<file path="src/design/assert_macros.svh">
// Assertion helpers used by the top-level RTL file.
`ifndef ASSERT_MACROS_SVH
`define ASSERT_MACROS_SVH

// Check that cond holds at every clock edge outside reset.
`define ASSERT_ALWAYS(lbl, cond) \
  lbl: assert property (@(posedge clk) disable iff (!rst_n) (cond)) \
    else $error("assertion failed");

// Check that cons holds in the cycle where ante holds.
`define ASSERT_IMPLIES(lbl, ante, cons) \
  lbl: assert property (@(posedge clk) disable iff (!rst_n) (ante) |-> (cons)) \
    else $error("assertion failed");

// Check that cons holds in the cycle after ante holds.
`define ASSERT_NEXT(lbl, ante, cons) \
  lbl: assert property (@(posedge clk) disable iff (!rst_n) (ante) |=> (cons)) \
    else $error("assertion failed");

`endif

</file>
<file path="src/design/chbd_pkg.sv">
// ----------------------------------------------------------------------------
// chbd_pkg
// Shared types, constants and character helpers of the chunked body decoder.
// ----------------------------------------------------------------------------
`default_nettype none

package chbd_pkg;

  localparam int SIZE_BITS_DEF = 32;

  localparam int QDEPTH = 4;
  localparam int QAW    = $clog2(QDEPTH);

  localparam logic [1:0] ST_OK    = 2'd0;
  localparam logic [1:0] ST_BAD   = 2'd1;
  localparam logic [1:0] ST_EARLY = 2'd2;

  localparam logic [7:0] CH_LF   = 8'h0A;
  localparam logic [7:0] CH_CR   = 8'h0D;
  localparam logic [7:0] CH_TAB  = 8'h09;
  localparam logic [7:0] CH_SP   = 8'h20;
  localparam logic [7:0] CH_SEMI = 8'h3B;

  typedef struct packed {
    logic [7:0] out_byte;
    logic       is_status;
    logic [1:0] status;
    logic       last;
  } result_t;

  typedef struct packed {
    logic [1:0] cnt;
    result_t    r0;
    result_t    r1;
  } push_t;

  function automatic logic is_space(input logic [7:0] c);
    is_space = (c == CH_SP) || (c == CH_TAB) || (c == CH_CR);
  endfunction

  // Bit 4 flags a hex digit, bits 3:0 carry its value.
  function automatic logic [4:0] hex_decode(input logic [7:0] c);
    logic [7:0] d;
    d = 8'h00;
    hex_decode = 5'd0;
    if (c inside {[8'h30:8'h39]}) begin
      d = c - 8'h30;
      hex_decode = {1'b1, d[3:0]};
    end else if (c inside {[8'h61:8'h66]}) begin
      d = c - 8'h57;
      hex_decode = {1'b1, d[3:0]};
    end else if (c inside {[8'h41:8'h46]}) begin
      d = c - 8'h37;
      hex_decode = {1'b1, d[3:0]};
    end
  endfunction

endpackage

`default_nettype wire

</file>
<file path="src/design/chbd_parse.sv">
// ----------------------------------------------------------------------------
// chbd_parse
// Framing parser: updates parser state for one byte and forms its results.
// ----------------------------------------------------------------------------
`default_nettype none

module chbd_parse #(
  parameter int SIZE_BITS = chbd_pkg::SIZE_BITS_DEF
) (
  input  logic            clk,
  input  logic            rst_n,
  input  logic            item_fire,
  input  logic [7:0]      item_data,
  input  logic            item_eoi,
  output chbd_pkg::push_t push
);

  typedef enum logic [2:0] {
    M_LINE,
    M_TRAIL,
    M_EXT,
    M_DATA,
    M_END_CR_OR_LF,
    M_END_LF
  } mode_t;

  mode_t                mode_r, mode_nxt;
  logic [SIZE_BITS-1:0] size_r, size_nxt;
  logic [SIZE_BITS-1:0] left_r, left_nxt;
  logic                 seen_r, seen_nxt;
  logic                 fin_r, fin_nxt;

  logic       st_vld;
  logic [1:0] st_code;
  logic       emit_data;
  logic [4:0] hx;
  logic       sp;
  chbd_pkg::result_t data_res, stat_res;

  always_comb begin
    mode_nxt  = mode_r;
    size_nxt  = size_r;
    left_nxt  = left_r;
    seen_nxt  = seen_r;
    fin_nxt   = fin_r;
    st_vld    = 1'b0;
    st_code   = chbd_pkg::ST_OK;
    emit_data = 1'b0;
    hx        = chbd_pkg::hex_decode(item_data);
    sp        = chbd_pkg::is_space(item_data);
    case (mode_r)
      M_LINE: begin
        if (hx[4]) begin
          if (size_r[SIZE_BITS-1 -: 4] != 4'd0) begin
            st_vld  = 1'b1;
            st_code = chbd_pkg::ST_BAD;
          end else begin
            size_nxt = {size_r[SIZE_BITS-5:0], hx[3:0]};
            seen_nxt = 1'b1;
          end
        end else if (!seen_r) begin
          if (!sp) begin
            st_vld  = 1'b1;
            st_code = chbd_pkg::ST_BAD;
          end
        end else if (item_data == chbd_pkg::CH_LF) begin
          if (size_r == '0) begin
            st_vld  = 1'b1;
            st_code = chbd_pkg::ST_OK;
          end else begin
            left_nxt = size_r;
            mode_nxt = M_DATA;
          end
        end else if (item_data == chbd_pkg::CH_SEMI) begin
          mode_nxt = M_EXT;
        end else if (sp) begin
          mode_nxt = M_TRAIL;
        end else begin
          st_vld  = 1'b1;
          st_code = chbd_pkg::ST_BAD;
        end
      end
      M_TRAIL, M_EXT: begin
        if (item_data == chbd_pkg::CH_LF) begin
          if (size_r == '0) begin
            st_vld  = 1'b1;
            st_code = chbd_pkg::ST_OK;
          end else begin
            left_nxt = size_r;
            mode_nxt = M_DATA;
          end
        end else if (mode_r == M_TRAIL && !sp) begin
          st_vld  = 1'b1;
          st_code = chbd_pkg::ST_BAD;
        end
      end
      M_DATA: begin
        emit_data = 1'b1;
        left_nxt  = left_r - {{(SIZE_BITS-1){1'b0}}, 1'b1};
        if (left_r == {{(SIZE_BITS-1){1'b0}}, 1'b1}) begin
          mode_nxt = M_END_CR_OR_LF;
        end
      end
      M_END_CR_OR_LF, M_END_LF: begin
        if (item_data == chbd_pkg::CH_CR && mode_r == M_END_CR_OR_LF) begin
          mode_nxt = M_END_LF;
        end else if (item_data == chbd_pkg::CH_LF) begin
          mode_nxt = M_LINE;
          size_nxt = '0;
          seen_nxt = 1'b0;
        end else begin
          st_vld  = 1'b1;
          st_code = chbd_pkg::ST_BAD;
        end
      end
      default: begin
        st_vld  = 1'b1;
        st_code = chbd_pkg::ST_BAD;
      end
    endcase
    if (!st_vld && item_eoi) begin
      st_vld  = 1'b1;
      st_code = chbd_pkg::ST_EARLY;
    end
    if (st_vld) begin
      fin_nxt = 1'b1;
    end
  end

  always_comb begin
    data_res = '{out_byte: item_data, is_status: 1'b0,
                 status: chbd_pkg::ST_OK, last: !st_vld};
    stat_res = '{out_byte: 8'h00, is_status: 1'b1, status: st_code, last: 1'b1};
    push.cnt = 2'd0;
    push.r0  = data_res;
    push.r1  = stat_res;
    if (item_fire && !fin_r) begin
      if (emit_data && st_vld) begin
        push.cnt = 2'd2;
      end else if (emit_data) begin
        push.cnt = 2'd1;
      end else if (st_vld) begin
        push.cnt = 2'd1;
        push.r0  = stat_res;
      end
    end
  end

  always_ff @(posedge clk) begin
    if (!rst_n) begin
      mode_r <= M_LINE;
      size_r <= '0;
      left_r <= '0;
      seen_r <= 1'b0;
      fin_r  <= 1'b0;
    end else if (item_fire && !fin_r) begin
      mode_r <= mode_nxt;
      size_r <= size_nxt;
      left_r <= left_nxt;
      seen_r <= seen_nxt;
      fin_r  <= fin_nxt;
    end
  end

endmodule

`default_nettype wire

</file>
<file path="src/design/chbd_fifo.sv">
// ----------------------------------------------------------------------------
// chbd_fifo
// Result queue: takes up to two results per cycle, gives one per transfer.
// ----------------------------------------------------------------------------
`default_nettype none

module chbd_fifo (
  input  logic                  clk,
  input  logic                  rst_n,
  input  chbd_pkg::push_t       push,
  input  logic                  pop,
  output chbd_pkg::result_t     head,
  output logic                  not_empty,
  output logic [chbd_pkg::QAW:0] level
);

  chbd_pkg::result_t mem [chbd_pkg::QDEPTH];

  logic [chbd_pkg::QAW-1:0] wr_ptr_r, rd_ptr_r;
  logic [chbd_pkg::QAW:0]   cnt_r, cnt_nxt;
  logic [chbd_pkg::QAW-1:0] wr_ptr_p1;

  assign wr_ptr_p1 = wr_ptr_r + {{(chbd_pkg::QAW-1){1'b0}}, 1'b1};
  assign cnt_nxt   = cnt_r + {{(chbd_pkg::QAW-1){1'b0}}, push.cnt}
                   - {{chbd_pkg::QAW{1'b0}}, pop};

  always_ff @(posedge clk) begin
    if (push.cnt != 2'd0) begin
      mem[wr_ptr_r] <= push.r0;
    end
    if (push.cnt == 2'd2) begin
      mem[wr_ptr_p1] <= push.r1;
    end
  end

  always_ff @(posedge clk) begin
    if (!rst_n) begin
      wr_ptr_r <= '0;
      rd_ptr_r <= '0;
      cnt_r    <= '0;
    end else begin
      wr_ptr_r <= wr_ptr_r + (chbd_pkg::QAW)'(push.cnt);
      if (pop) begin
        rd_ptr_r <= rd_ptr_r + {{(chbd_pkg::QAW-1){1'b0}}, 1'b1};
      end
      cnt_r <= cnt_nxt;
    end
  end

  assign head      = mem[rd_ptr_r];
  assign not_empty = (cnt_r != '0);
  assign level     = cnt_r;

endmodule

`default_nettype wire

</file>
<file path="src/design/http_chunked_body_decoder.sv">
// ----------------------------------------------------------------------------
// http_chunked_body_decoder
// Decodes HTTP chunked framing; passes chunk data and one final status.
// ----------------------------------------------------------------------------
// Flow: a transferred byte is held in an input register and is parsed when
//   the result queue has room; its results are written to the queue.
// Throughput: one byte per cycle while the result queue has room; a byte that
//   yields two results (data plus early-end status) takes two queue entries.
// Reset: synchronous active-low rst_n clears parser state and empties queue.
`default_nettype none
`include "assert_macros.svh"

module http_chunked_body_decoder #(
  parameter int SIZE_BITS = chbd_pkg::SIZE_BITS_DEF
) (
  input  logic       clk,
  input  logic       rst_n,
  input  logic       in_valid,
  output logic       in_stall,
  input  logic [7:0] in_data_byte,
  input  logic       in_end_of_input,
  output logic       out_valid,
  input  logic       out_stall,
  output logic [7:0] out_byte,
  output logic       out_is_status,
  output logic [1:0] out_status,
  output logic       out_last
);

  logic [7:0] data_r;
  logic       eoi_r;
  logic       full_r, full_nxt;
  logic       room;
  logic       consume;
  logic       pop;

  chbd_pkg::push_t        push;
  chbd_pkg::result_t      head;
  logic                   not_empty;
  logic [chbd_pkg::QAW:0] level;

  assign room     = (level <= (chbd_pkg::QAW+1)'(chbd_pkg::QDEPTH - 2));
  assign consume  = full_r && room;
  assign in_stall = full_r && !room;
  assign full_nxt = (in_valid && !in_stall) ? 1'b1 : (consume ? 1'b0 : full_r);

  always_ff @(posedge clk) begin
    if (!rst_n) begin
      full_r <= 1'b0;
    end else begin
      full_r <= full_nxt;
    end
  end

  always_ff @(posedge clk) begin
    if (in_valid && !in_stall) begin
      data_r <= in_data_byte;
      eoi_r  <= in_end_of_input;
    end
  end

  chbd_parse #(
    .SIZE_BITS(SIZE_BITS)
  ) u_parse (
    .clk      (clk),
    .rst_n    (rst_n),
    .item_fire(consume),
    .item_data(data_r),
    .item_eoi (eoi_r),
    .push     (push)
  );

  assign pop = not_empty && !out_stall;

  chbd_fifo u_fifo (
    .clk      (clk),
    .rst_n    (rst_n),
    .push     (push),
    .pop      (pop),
    .head     (head),
    .not_empty(not_empty),
    .level    (level)
  );

  assign out_valid     = not_empty;
  assign out_byte      = head.out_byte;
  assign out_is_status = head.is_status;
  assign out_status    = head.status;
  assign out_last      = head.last;

  `ASSERT_ALWAYS(a_level_bound, level <= (chbd_pkg::QAW+1)'(chbd_pkg::QDEPTH))
  `ASSERT_IMPLIES(a_status_last, out_valid && out_is_status, out_last && out_byte == 8'h00)
  `ASSERT_IMPLIES(a_data_ok, out_valid && !out_is_status, out_status == chbd_pkg::ST_OK)
  `ASSERT_NEXT(a_stall_holds_item, in_stall, full_r)

endmodule

`default_nettype wire

</file>
<file path="config.mk">
export PLATFORM = sky130hd
export DESIGN_NAME = http_chunked_body_decoder
export DESIGN_NICKNAME = d
export VERILOG_FILES = /design/src/design/chbd_pkg.sv /design/src/design/chbd_parse.sv /design/src/design/chbd_fifo.sv /design/src/design/http_chunked_body_decoder.sv
export VERILOG_INCLUDE_DIRS = /design/src /design/src/design
export SDC_FILE = /design/constraint.sdc
export NUM_CORES = 1
export LEC_CHECK = 0
export ABC_AREA = 1
export BUFFER_PORTS_ARGS = -buffer_cell sky130_fd_sc_hd__buf_2
export CAP_MARGIN = 10
export CORE_ASPECT_RATIO = 0.75
export CORE_MARGIN = 3
export CORE_UTILIZATION = 45
export CTS_BUF_LIST = sky130_fd_sc_hd__clkbuf_8
export DETAILED_ROUTE_END_ITERATION = 10
export HOLD_SLACK_MARGIN = 0.1
export PLACE_DENSITY = 0.59
export SLEW_MARGIN = 20
export SYNTH_ARGS = -nofsm -noshare
export SYNTH_HDL_FRONTEND = slang
export SYNTH_SLANG_ARGS = --single-unit
</file>
<file path="constraint.sdc">
create_clock -name clk -period 3.9 [get_ports clk]
set_clock_uncertainty 0.05 [all_clocks]
set_input_delay 0.585 -clock clk [delete_from_list [all_inputs] [get_ports clk]]
set_output_delay 0.585 -clock clk [all_outputs]
set_load 0.02 [all_outputs]
</file>
==> impl_metrics.tcl, run 1 <==
set metrics [dict create \
    r2r-end "u_fifo.level[2]" \
    rsz0062_at_grt "false" \
    synth_edf_count 17 \
    hold_depth 1 \
    grt_usage_pct 22.1 \
    finalSetupTns_ns 0 \
    avgSynthCellArea_um2 6.94 \
    peakVddDrop_mv 0.258 \
    drc 0 \
    synth_seq_cells 136 \
    p_per_area_nw_per_um2 488 \
    design.die.area_um2 18200 \
    clockRootBuffer "clkbuf_8" \
    slew-limit-headroom_pct 45.2 \
    die_h_um 118 \
    slowest_stage "edfxtp_1" \
    finalHoldViolCount 0 \
    max_cap_violations 0 \
    path_clk_slew_ns 0.09 \
    stdcell_count 1318 \
    clk_latency_ns 0.46 \
    drtAntennaViolNets 0 \
    cpPeakStageDelay_ns 0.42 \
    min_to "data_r[4]" \
    r2r_setup_slack_ns 0.30 \
    ys_types 46 \
    cp-startpoint "data_r[1]" \
    nNetsFinal 1121 \
    leakage_nw 3.64 \
    setup_viol 0 \
    synth.cell_area_um2 7490 \
    row_count 40 \
    status "finished clean" \
    ys_dominant_reg_cell "dfxtp_1" \
    crit_path_end_kind "register" \
    antenna_found_initial 0 \
    cts_max_level 4 \
    wirelength_um 20100 \
    hold_slack_ns 0.246 \
    worstPathMaxFanout 8 \
    drtIter0Drc 597 \
    synth_nets 1105 \
    synth.top_cells.by_area "dfxtp_1 (32%), nand2_1 (17%), nor2_1 (7.1%), edfxtp_1 (6.8%), a21oi_1 (5.3%)" \
    port_buffers 26 \
    power_mw 4.01 \
    async_flop_share_pct 0 \
    yosys.area.top_type "dfxtp_1" \
    rr_worst_depth 20 \
    cts.sinks 136 \
    hp-class "input pin to register" \
    maxSlewViolCount 0 \
    dp.cells 1283 \
    io_pins 27 \
    wire_per_inst_um 15.2 \
    antenna_cells 0 \
    numCtsBuffers 17 \
    hpwl_um 14000 \
    crit_type "register to register" \
    crit_path_start_kind "register" \
    grt_pass1_vias 6067 \
    grt_overflow 0 \
    grt_start_max_net_pins 41 \
    drt-pass1-iter-count 5 \
    fin_crit_ns 3.60 \
    cp_cell_sequence "buf_4 -> ha_1 -> nand2_2 -> nand2_1 -> nand2_1 -> nand2_1 -> a21oi_2 -> nand3_1 -> nand2_2 -> nand3_4 -> ha_2 -> nor2_4 -> inv_1 -> ha_1 -> inv_1 -> ha_1 -> fa_1 -> xor2_2 -> o21ai_0 -> a21oi_1" \
    avgViaCountPerCell 5.22 \
    grt_first_pass_wirelength_um 32500 \
    yosysSeqAreaShare_pct 38.6 \
    syn2layout_area_growth_pct 9.75 \
    worstHoldStart "in_data_byte[4]" \
    fp.coreArea_um2 16200 \
    synth.top_cell.area_share_pct 31.8 \
    final_area_um2 8220 \
    tightest_slew_ns 0.821 \
    crit_arrival_ns 3.89 \
    die_w_um 155 \
    drive_gt1_share_pct 13.5 \
    yosysWarnings 0 \
    placed_cell_area_um2 7720 \
    cp.required_ns 4.19 \
    fmax_mhz 278 \
    start_util_pct 46.3 \
    r2r_start "data_r[1]" \
    tritoncts "built" \
    postSynthCellCount 1079 \
    post-route-period-util_pct 92.3 \
    gp_congestion 0.897 \
    num_vias 6878 \
    cts_buffer_depth 2 \
]
==> per-stage QoR <==
step / utilization (%) / worst slack [ns]
finish: 50.9 / 0.299
global route: 50.9 / 0.0349
CTS: 50.6 / 0.0994
detailed placement: 47.8 / 0.130
global placement: 47.8 / 0.256
floorplan: - / 0.358
==> worst max-delay path by stage <==
| stage | end | slack [ns] |
|---|---|---|
| 6_report | u_fifo.level[2] | 0.30 |
| 5_1_grt | u_fifo.level[2] | 0.03 |
| 4_1_cts | u_fifo.level[2] | 0.1 |
| 3_5_place_dp | u_fifo.level[2] | 0.13 |
| 3_3_place_gp | u_fifo.level[2] | 0.26 |
| 2_1_floorplan | u_fifo.level[2] | 0.36 |
==> layer usage <==
layer | vias to the layer above | part of all wire (%) | global-route usage (%)
met2 | 196 | 37 | 27.7
met3 | 13 | 7.1 | 5.15
met4 | 0 | 0.86 | 5.02
met1 | 3147 | 55 | 37.1
met5 | - | 0 | 0
li1 | 3522 | - | -
==> cells in the final DEF, fill, tap and decap left out, types with 3 or more instances in the layout <==
master	synthesis	routed
xnor2_1	5	5
o21ai_0	62	62
nand3_1	71	71
nor2_8	4	4
dfxtp_1	119	119
nand4_1	8	8
buf_4	6	17
nor2_2	4	5
nand2_1	330	329
inv_6	0	4
inv_2	16	17
a21oi_1	79	79
nand2_2	8	8
o21ai_1	6	6
clkbuf_8	0	17
edfxtp_1	17	17
o22ai_1	12	12
nor3_4	7	7
inv_1	63	63
nor2_1	142	141
nand2_4	2	3
bufinv_16	0	5
xor2_1	8	7
nor2_4	9	9
a21boi_0	3	3
nor4_1	3	3
buf_2	11	26
or2_2	5	5
ha_1	12	10
o21ai_2	5	5
a21oi_2	3	3
a31oi_1	3	3
nor3_1	7	7
==> sequential cells by signal (all words and copies together), names as in the netlist, named ones only <==
name,flops
eoi_r,1
u_parse.fin_r,1
u_parse.left_r,32
full_r,1
u_parse.size_r,32
u_parse.mode_r,3
data_r,8
u_fifo.rd_ptr_r,2
u_parse.seen_r,1
u_fifo.mem,48
u_fifo.wr_ptr_r,2
u_fifo.level,3
==> cells in the mapped netlist, types with 2 or more instances <==
cell type / count
dfxtp_1: 119
o21ai_2: 5
nor2_2: 4
xor2_1: 8
o21bai_1: 2
a21oi_2: 3
buf_6: 8
nor4_1: 3
nand3_1: 71
inv_2: 16
buf_4: 6
nand2_2: 8
clkbuf_1: 21
nor2_1: 142
a21oi_1: 79
nor3_1: 7
o31ai_1: 2
a31oi_1: 3
edfxtp_1: 17
nor2_4: 9
or2_2: 5
o21ai_0: 62
nor2_8: 4
xnor2_1: 5
o211ai_1: 2
ha_1: 12
inv_1: 63
o21ai_1: 6
and3_1: 2
o22ai_1: 12
nand2_1: 330
a21boi_0: 3
or2_1: 2
nand2_4: 2
nand4_1: 8
buf_2: 11
nor3_4: 7
nand3_4: 2
==> final cells by class <==
class / count / area, um^2
fill: 1662 / 7940
tap: 210 / 263
multi-input combinational: 817 / 4050
sequential: 136 / 2890
inverter: 80 / 303
clock inverter: 15 / 223
timing repair buffer: 43 / 258
clock buffer: 17 / 234
==> worst max-delay path, delay by kind of cell, from the launching register on <==
| kind | cells | cell delay (ns) |
|---|---|---|
| buffers and inverters | 3 | 0.29 |
| AOI/OAI and AO/OA | 3 | 0.42 |
| xor gates and xnor gates | 1 | 0.16 |
| adders and majority gates | 5 | 1.36 |
| DFF | 1 | 0.42 |
| and+or+nand+nor | 8 | 0.79 |
==> cell families (layout without fill, tap and decap cells) <==
family	count (synthesis)	count (layout)	synth area share, %
AO/OA/AOI/OAI	181	181	13.2
XOR/XNOR	13	13	1.52
adder cells (fa/ha/maj)	13	13	2.27
buffers and inverters	126	155	7.63
flip-flops	136	136	38.6
AND/OR/NAND/NOR	610	610	36.8
==> where the power goes <==
part           internal [mW]  leakage, nW  total, mW  switching [mW]
Combinational          0.323         2.29      0.935           0.612
Clock                  0.765        0.229       1.36           0.595
Sequential              1.60         1.13       1.72           0.120
Total                   2.69         3.64       4.01            1.33
==> repair_timing <==
action,CTS,global route
setup endpoints to repair,0,1
resized for setup,0,5
hold buffers,0,0
setup buffers,0,3
No activity file was read; power rests on OpenSTA's default activity.
==> run 2: changes to the inputs <==
==> constraint.sdc (replaced) <==
create_clock -name clk -period 3.8 [get_ports clk]
set_clock_uncertainty 0.05 [all_clocks]
set_input_delay 0.57 -clock clk [delete_from_list [all_inputs] [get_ports clk]]
set_output_delay 0.57 -clock clk [all_outputs]
set_load 0.02 [all_outputs]
==> run 2 against run 1 <==
Register-to-register slack better by 0.03 ns. Largest cell class unchanged. Worst hold slack worse by 0.0067 ns. Flip-flop and latch count unchanged. Clock power down 8%. Total power down 1.1%. Die area unchanged. Highest routed layer unchanged. Cell count up 0.61%. Setup slack better by 0.029 ns. Fmax up 3.7%. Core utilization up 0.25 points. Sequential share of layout area down 0.17 points. First-iteration DRC count up 14%.
==> impl_metrics.tcl, run 2 (same netlist as run 1, synthesis figures left out) <==
set metrics [dict create \
    status "finished clean" \
    power_mw 3.97 \
    crit_type "register to register" \
    nFillCells 1672 \
    final_common_cell "nand2_1" \
    grt_overflow 0 \
    worstPathMaxFanout 5 \
    slew-limit-headroom_pct 28.6 \
    port_buffers 26 \
    maxSlewViolCount 0 \
    hpwl_um 13900 \
    cp.required_ns 4.13 \
    tritoncts "built" \
    row_count 40 \
    tightest_slew_ns 1.07 \
    grt_usage_pct 21.8 \
    io_pins 27 \
    nNetsFinal 1129 \
    crit_path_end_kind "register" \
    cts_max_level 4 \
    grt_first_pass_wirelength_um 31900 \
    avgViaCountPerCell 5.21 \
    drtAntennaViolNets 0 \
    rsz0062_at_grt "false" \
    start_util_pct 46.3 \
    largest_reg_flops 48 \
    layout.cells.most_common_list "nand2_1 (328), nor2_1 (140), dfxtp_1 (119), a21oi_1 (79), nand3_1 (71)" \
    drc 0 \
    cts.sinks 136 \
    drive_gt1_share_pct 14.4 \
    fin_crit_ns 3.47 \
    hp-class "input pin to register" \
    post-route-period-util_pct 91.4 \
    gp_congestion 0.889 \
    drt-pass1-iter-count 6 \
    die_w_um 155 \
    finalHoldViolCount 0 \
    setup_viol 0 \
    cts.hold.buffers_added 0 \
    antenna_found_initial 0 \
    num_vias 6909 \
    top_regs "u_fifo.mem (48), u_parse.left_r (32), u_parse.size_r (32)" \
    drtIter0Drc 680 \
    rr_worst_depth 20 \
    path_clk_slew_ns 0.08 \
    leakage_nw 3.66 \
    syn2layout_area_growth_pct 10.3 \
    grt_pass1_vias 5945 \
    antenna_cells 0 \
    top_register "u_fifo.mem" \
    design.die.area_um2 18200 \
    clockRootBuffer "clkbuf_8" \
    hold_slack_ns 0.239 \
    wire_per_inst_um 14.8 \
    fp.coreArea_um2 16200 \
    die_h_um 118 \
    wirelength_um 19600 \
    numCtsBuffers 17 \
    crit_arrival_ns 3.80 \
    crit_path_start_kind "register" \
    clk_latency_ns 0.45 \
    finalSetupTns_ns 0 \
    max_cap_violations 0 \
    hold_depth 1 \
    peakVddDrop_mv 0.267 \
    grt_start_max_net_pins 59 \
    r2r_setup_slack_ns 0.33 \
    cts_buffer_depth 2 \
    fmax_mhz 288 \
    p_per_area_nw_per_um2 480 \
]
==> run 2: changes by cell type in the layout (fill, tap and decap cells not counted), moves of 2 or more <==
cell | previous run | this run
clkinv_2 | 2 | 4
ha_2 | 2 | 0
nand2_2 | 8 | 10
bufinv_16 | 5 | 3
buf_4 | 17 | 24
ha_4 | 0 | 2
inv_6 | 4 | 1
==> run 2: per-layer routing <==
metal	global-route usage, %	part of all wire, %	up-vias
met5	0	0	-
met4	4.58	0.73	0
met3	4.81	6.4	10
met2	26.4	37	181
met1	37.4	56	3173
li1	-	-	3545
==> run 2: where the power goes <==
group | switching [mW] | total [mW] | leakage [nW] | internal [mW]
Clock | 0.590 | 1.25 | 0.211 | 0.660
Combinational | 0.614 | 0.950 | 2.32 | 0.336
Sequential | 0.127 | 1.77 | 1.13 | 1.64
==> run 2: final timing paths <==
kind / from / end
max reg2reg: data_r[0] / u_fifo.level[2]
min reg2reg: u_fifo.mem[2][5] / u_fifo.mem[2][5]
min: in_data_byte[4] / data_r[4]
max: data_r[0] / u_fifo.level[2]
==> run 2: metrics by stage <==
step | utilization, % | area [um^2] | setup slack, ns | std cells
2_1_floorplan | - | 7490 | 0.258 | 1079
3_3_place_gp | 47.8 | 7730 | 0.135 | 1285
3_5_place_dp | 47.8 | 7730 | 0.0725 | 1285
4_1_cts | 50.4 | 8140 | 0.0509 | 1317
5_1_grt | 51.1 | 8260 | 0.0169 | 1326
6_report | 51.1 | 8260 | 0.328 | 1326
==> run 2: critical path, cell delays in order (launching register included) <==
cell and delay (ns):
edfxtp_1 0.49, inv_2 0.08, ha_1 0.22, o21ai_1 0.13, nand2_1 0.07, nand2_2 0.11
inv_2 0.07, a21oi_4 0.15, nand3_1 0.11, nand2_2 0.13, nand3_4 0.11, ha_4 0.25
nor2_4 0.15, inv_1 0.08, ha_1 0.27, inv_1 0.04, ha_1 0.19, fa_2 0.34
xor2_1 0.17, o21ai_1 0.07, a21oi_1 0.12
==> run 2: area by class of cell <==
| cell class | instances | area, um^2 | area share, % |
|---|---|---|---|
| clock inverters | 14 | 159 | 1.92 |
| repair buffers | 51 | 322 | 3.89 |
| multi-input cells | 817 | 4080 | 49.3 |
| flip-flops and latches | 136 | 2890 | 35.0 |
| clock buffers | 18 | 248 | 3.00 |
| well taps | 210 | 263 | 3.18 |
| inverters | 80 | 303 | 3.66 |
==> run 2: repair_timing <==
| item | 4_1_cts | 5_1_grt |
|---|---|---|
| endpoints found under the setup margin | 0 | 1 |
| buffers inserted | 0 | 9 |
| gates resized for setup | 0 | 14 |
==> run 3: changes to the inputs <==
--- a/config.mk
+++ b/config.mk
@@ -16,6 +16,7 @@
 export DETAILED_ROUTE_END_ITERATION = 10
 export HOLD_SLACK_MARGIN = 0.1
 export PLACE_DENSITY = 0.59
+export REMOVE_ABC_BUFFERS = 1
 export SLEW_MARGIN = 20
 export SYNTH_ARGS = -nofsm -noshare
 export SYNTH_HDL_FRONTEND = slang
==> run 3 against run 2 <==
Die area is the same. Core utilization shrank 0.35 points. Clock-buffer cell count is the same. Flip-flop and latch count is the same. Highest routed layer unchanged. Fmax shrank 1.1%. Total power grew 1.4%. Setup slack lost 0.040 ns. Global-route usage grew 1.4 points. Register-to-register slack lost 0.04 ns. Sequential power is essentially flat.
==> impl_metrics.tcl, run 3 (same netlist as run 1, synthesis figures left out) <==
set metrics [dict create \
    status "finished clean" \
    fin_util_pct 50.8 \
    seqPwrFrac_pct 44.2 \
    crit_path_frequent_cell "inv_1" \
    finalSetupTns_ns 0 \
    grt_start_max_net_pins 59 \
    peakVddDrop_mv 0.509 \
    cp_cell_sequence "buf_4 -> ha_4 -> o21ai_1 -> nand2_1 -> nand2_2 -> buf_4 -> nand3_1 -> nand2_1 -> nand2_2 -> nand3_4 -> ha_1 -> inv_1 -> nor2_8 -> inv_1 -> ha_1 -> inv_1 -> fa_1 -> xor2_1 -> o21ai_0 -> a21oi_1" \
    min_to "data_r[7]" \
    fp.coreArea_um2 16200 \
    r2r-end "u_fifo.level[2]" \
    cts_max_level 4 \
    fmax_mhz 285 \
    drc 0 \
    design.die.area_um2 18200 \
    cp.required_ns 4.08 \
    hp-class "input pin to register" \
    start_util_pct 46.3 \
    p_per_area_nw_per_um2 491 \
    gp_congestion 0.844 \
    crit_path_end_kind "register" \
    worstHoldStart "in_data_byte[7]" \
    tritoncts "built" \
    crit_arrival_ns 3.79 \
    tightest_slew_ns 1.09 \
    hold_depth 1 \
    r2r_setup_slack_ns 0.29 \
    worstPathMaxFanout 5 \
    crit_path_start_kind "register" \
    antenna_found_initial 0 \
    slew-limit-headroom_pct 27.1 \
    cts.hold.buffers_added 0 \
    post-route-period-util_pct 92.4 \
    numCtsBuffers 17 \
    placed_cell_area_um2 7720 \
    combPwrFrac_pct 23.7 \
    wire_per_inst_um 15.6 \
    grt_usage_pct 23.1 \
    drtIter0Drc 804 \
    cpPeakStageDelay_ns 0.45 \
    grt_overflow 0 \
    slowest_stage "edfxtp_1" \
    top_register "u_fifo.mem" \
    finalHoldViolCount 0 \
    final_common_cell "nand2_1" \
    antenna_cells 0 \
    path_delay_family "adder cells" \
    maxSlewViolCount 0 \
    largest_reg_flops 48 \
    p_sw_mw 1.39 \
    die_w_um 155 \
    avgViaCountPerCell 5.26 \
    clk_latency_ns 0.46 \
    leakage_nw 3.62 \
    grt_first_pass_wirelength_um 33600 \
    rr_worst_depth 20 \
    io_pins 27 \
    num_vias 6938 \
    p_int_mw 2.64 \
    top_regs "u_fifo.mem (48), u_parse.left_r (32), u_parse.size_r (32)" \
    die_h_um 118 \
    power_frac_clock_pct 32.1 \
    row_count 40 \
    layout.cells.most_common_list "nand2_1 (330), nor2_1 (141), dfxtp_1 (119), a21oi_1 (79), nand3_1 (71)" \
    hpwl_um 14500 \
    syn2layout_area_growth_pct 9.54 \
    final_area_um2 8210 \
    critPathBufInv 5 \
    wirelength_um 20500 \
    path_clk_slew_ns 0.09 \
    clockRootBuffer "clkbuf_8" \
    fin_crit_ns 3.51 \
    setup_viol 0 \
    port_buffers 26 \
    max_cap_violations 0 \
    drtAntennaViolNets 0 \
    r2r_start "data_r[0]" \
    drt-pass1-iter-count 5 \
    cts_buffer_depth 2 \
    switching_share_pct 34.4 \
    nNetsFinal 1122 \
    grt_pass1_vias 6106 \
    crit_type "register to register" \
    drive_gt1_share_pct 13.4 \
    cp_num_cells 20 \
    cts.sinks 136 \
]
## run 3: cell types whose count changed in the layout (fill, tap and decap cells not counted), sizes merged
cell      before  now
buf           51   44
clkinv         6    3
clkinvlp       2    4
inv           83   84
## run 3: layer usage
metal  GRT usage [%]  vias to the layer above  share of wire (%)
li1                -                     3524                  -
met1            40.3                     3215                 56
met2            27.0                      187                 36
met3            5.33                       12                7.1
met4            5.57                        0               0.92
met5               0                        -                  0
## run 3: through the flow
stage	std cells	power [mW]	worst slack, ns	hold slack, ns
2_1_floorplan	1033	2.44	0.0882	0.371
5_1_grt	1319	4.26	-0.00462	0.205
4_1_cts	1315	4.05	0.141	0.202
3_5_place_dp	1283	2.75	0.173	0.385
6_report	1319	4.03	0.288	0.236
3_3_place_gp	1283	2.75	0.211	0.383
## run 3: layout make-up
class	instances	area [um^2]
multi-input cells	817	4060
inverters	80	303
flip-flops and latches	136	2890
repair buffers	44	265
fillers	1691	7960
well taps	210	263
clock inverters	14	173
clock buffers	18	248
## run 3: how the worst max path moves through the flow
stage / from / slack (ns) / to
6_report: data_r[0] / 0.29 / u_fifo.level[2]
5_1_grt: data_r[0] / -0.005 / u_fifo.level[2]
4_1_cts: data_r[0] / 0.14 / u_fifo.level[2]
3_5_place_dp: data_r[0] / 0.17 / u_fifo.level[2]
3_3_place_gp: data_r[0] / 0.21 / u_fifo.level[2]
2_1_floorplan: u_parse.mode_r[1] / 0.09 / u_fifo.level[2]
## run 3: power by group through the flow
stage / clock, mW / combinational, mW / sequential [mW]
final: 1.29 / 0.954 / 1.78
after global routing: 1.38 / 1.08 / 1.80
after CTS: 1.33 / 0.953 / 1.77
after detailed placement: 0 / 0.948 / 1.81
after global placement: 0 / 0.944 / 1.81
after floorplan: 0 / 0.660 / 1.78
## run 3: timing repair
action | CTS | global route
resized for setup | 0 | 6
setup buffers | 0 | 4
endpoints found under the setup margin | 0 | 1
## run 3: worst reg2reg max path, delay by kind of cell (launching register included)
family                     cells  cell delay, ns
AOI/OAI and AO/OA              3            0.32
xor gates and xnor gates       1            0.16
adders and majority gates      4            1.05
buffers and inverters          5            0.54
DFF                            1            0.45
and+or+nand+nor                7            0.81
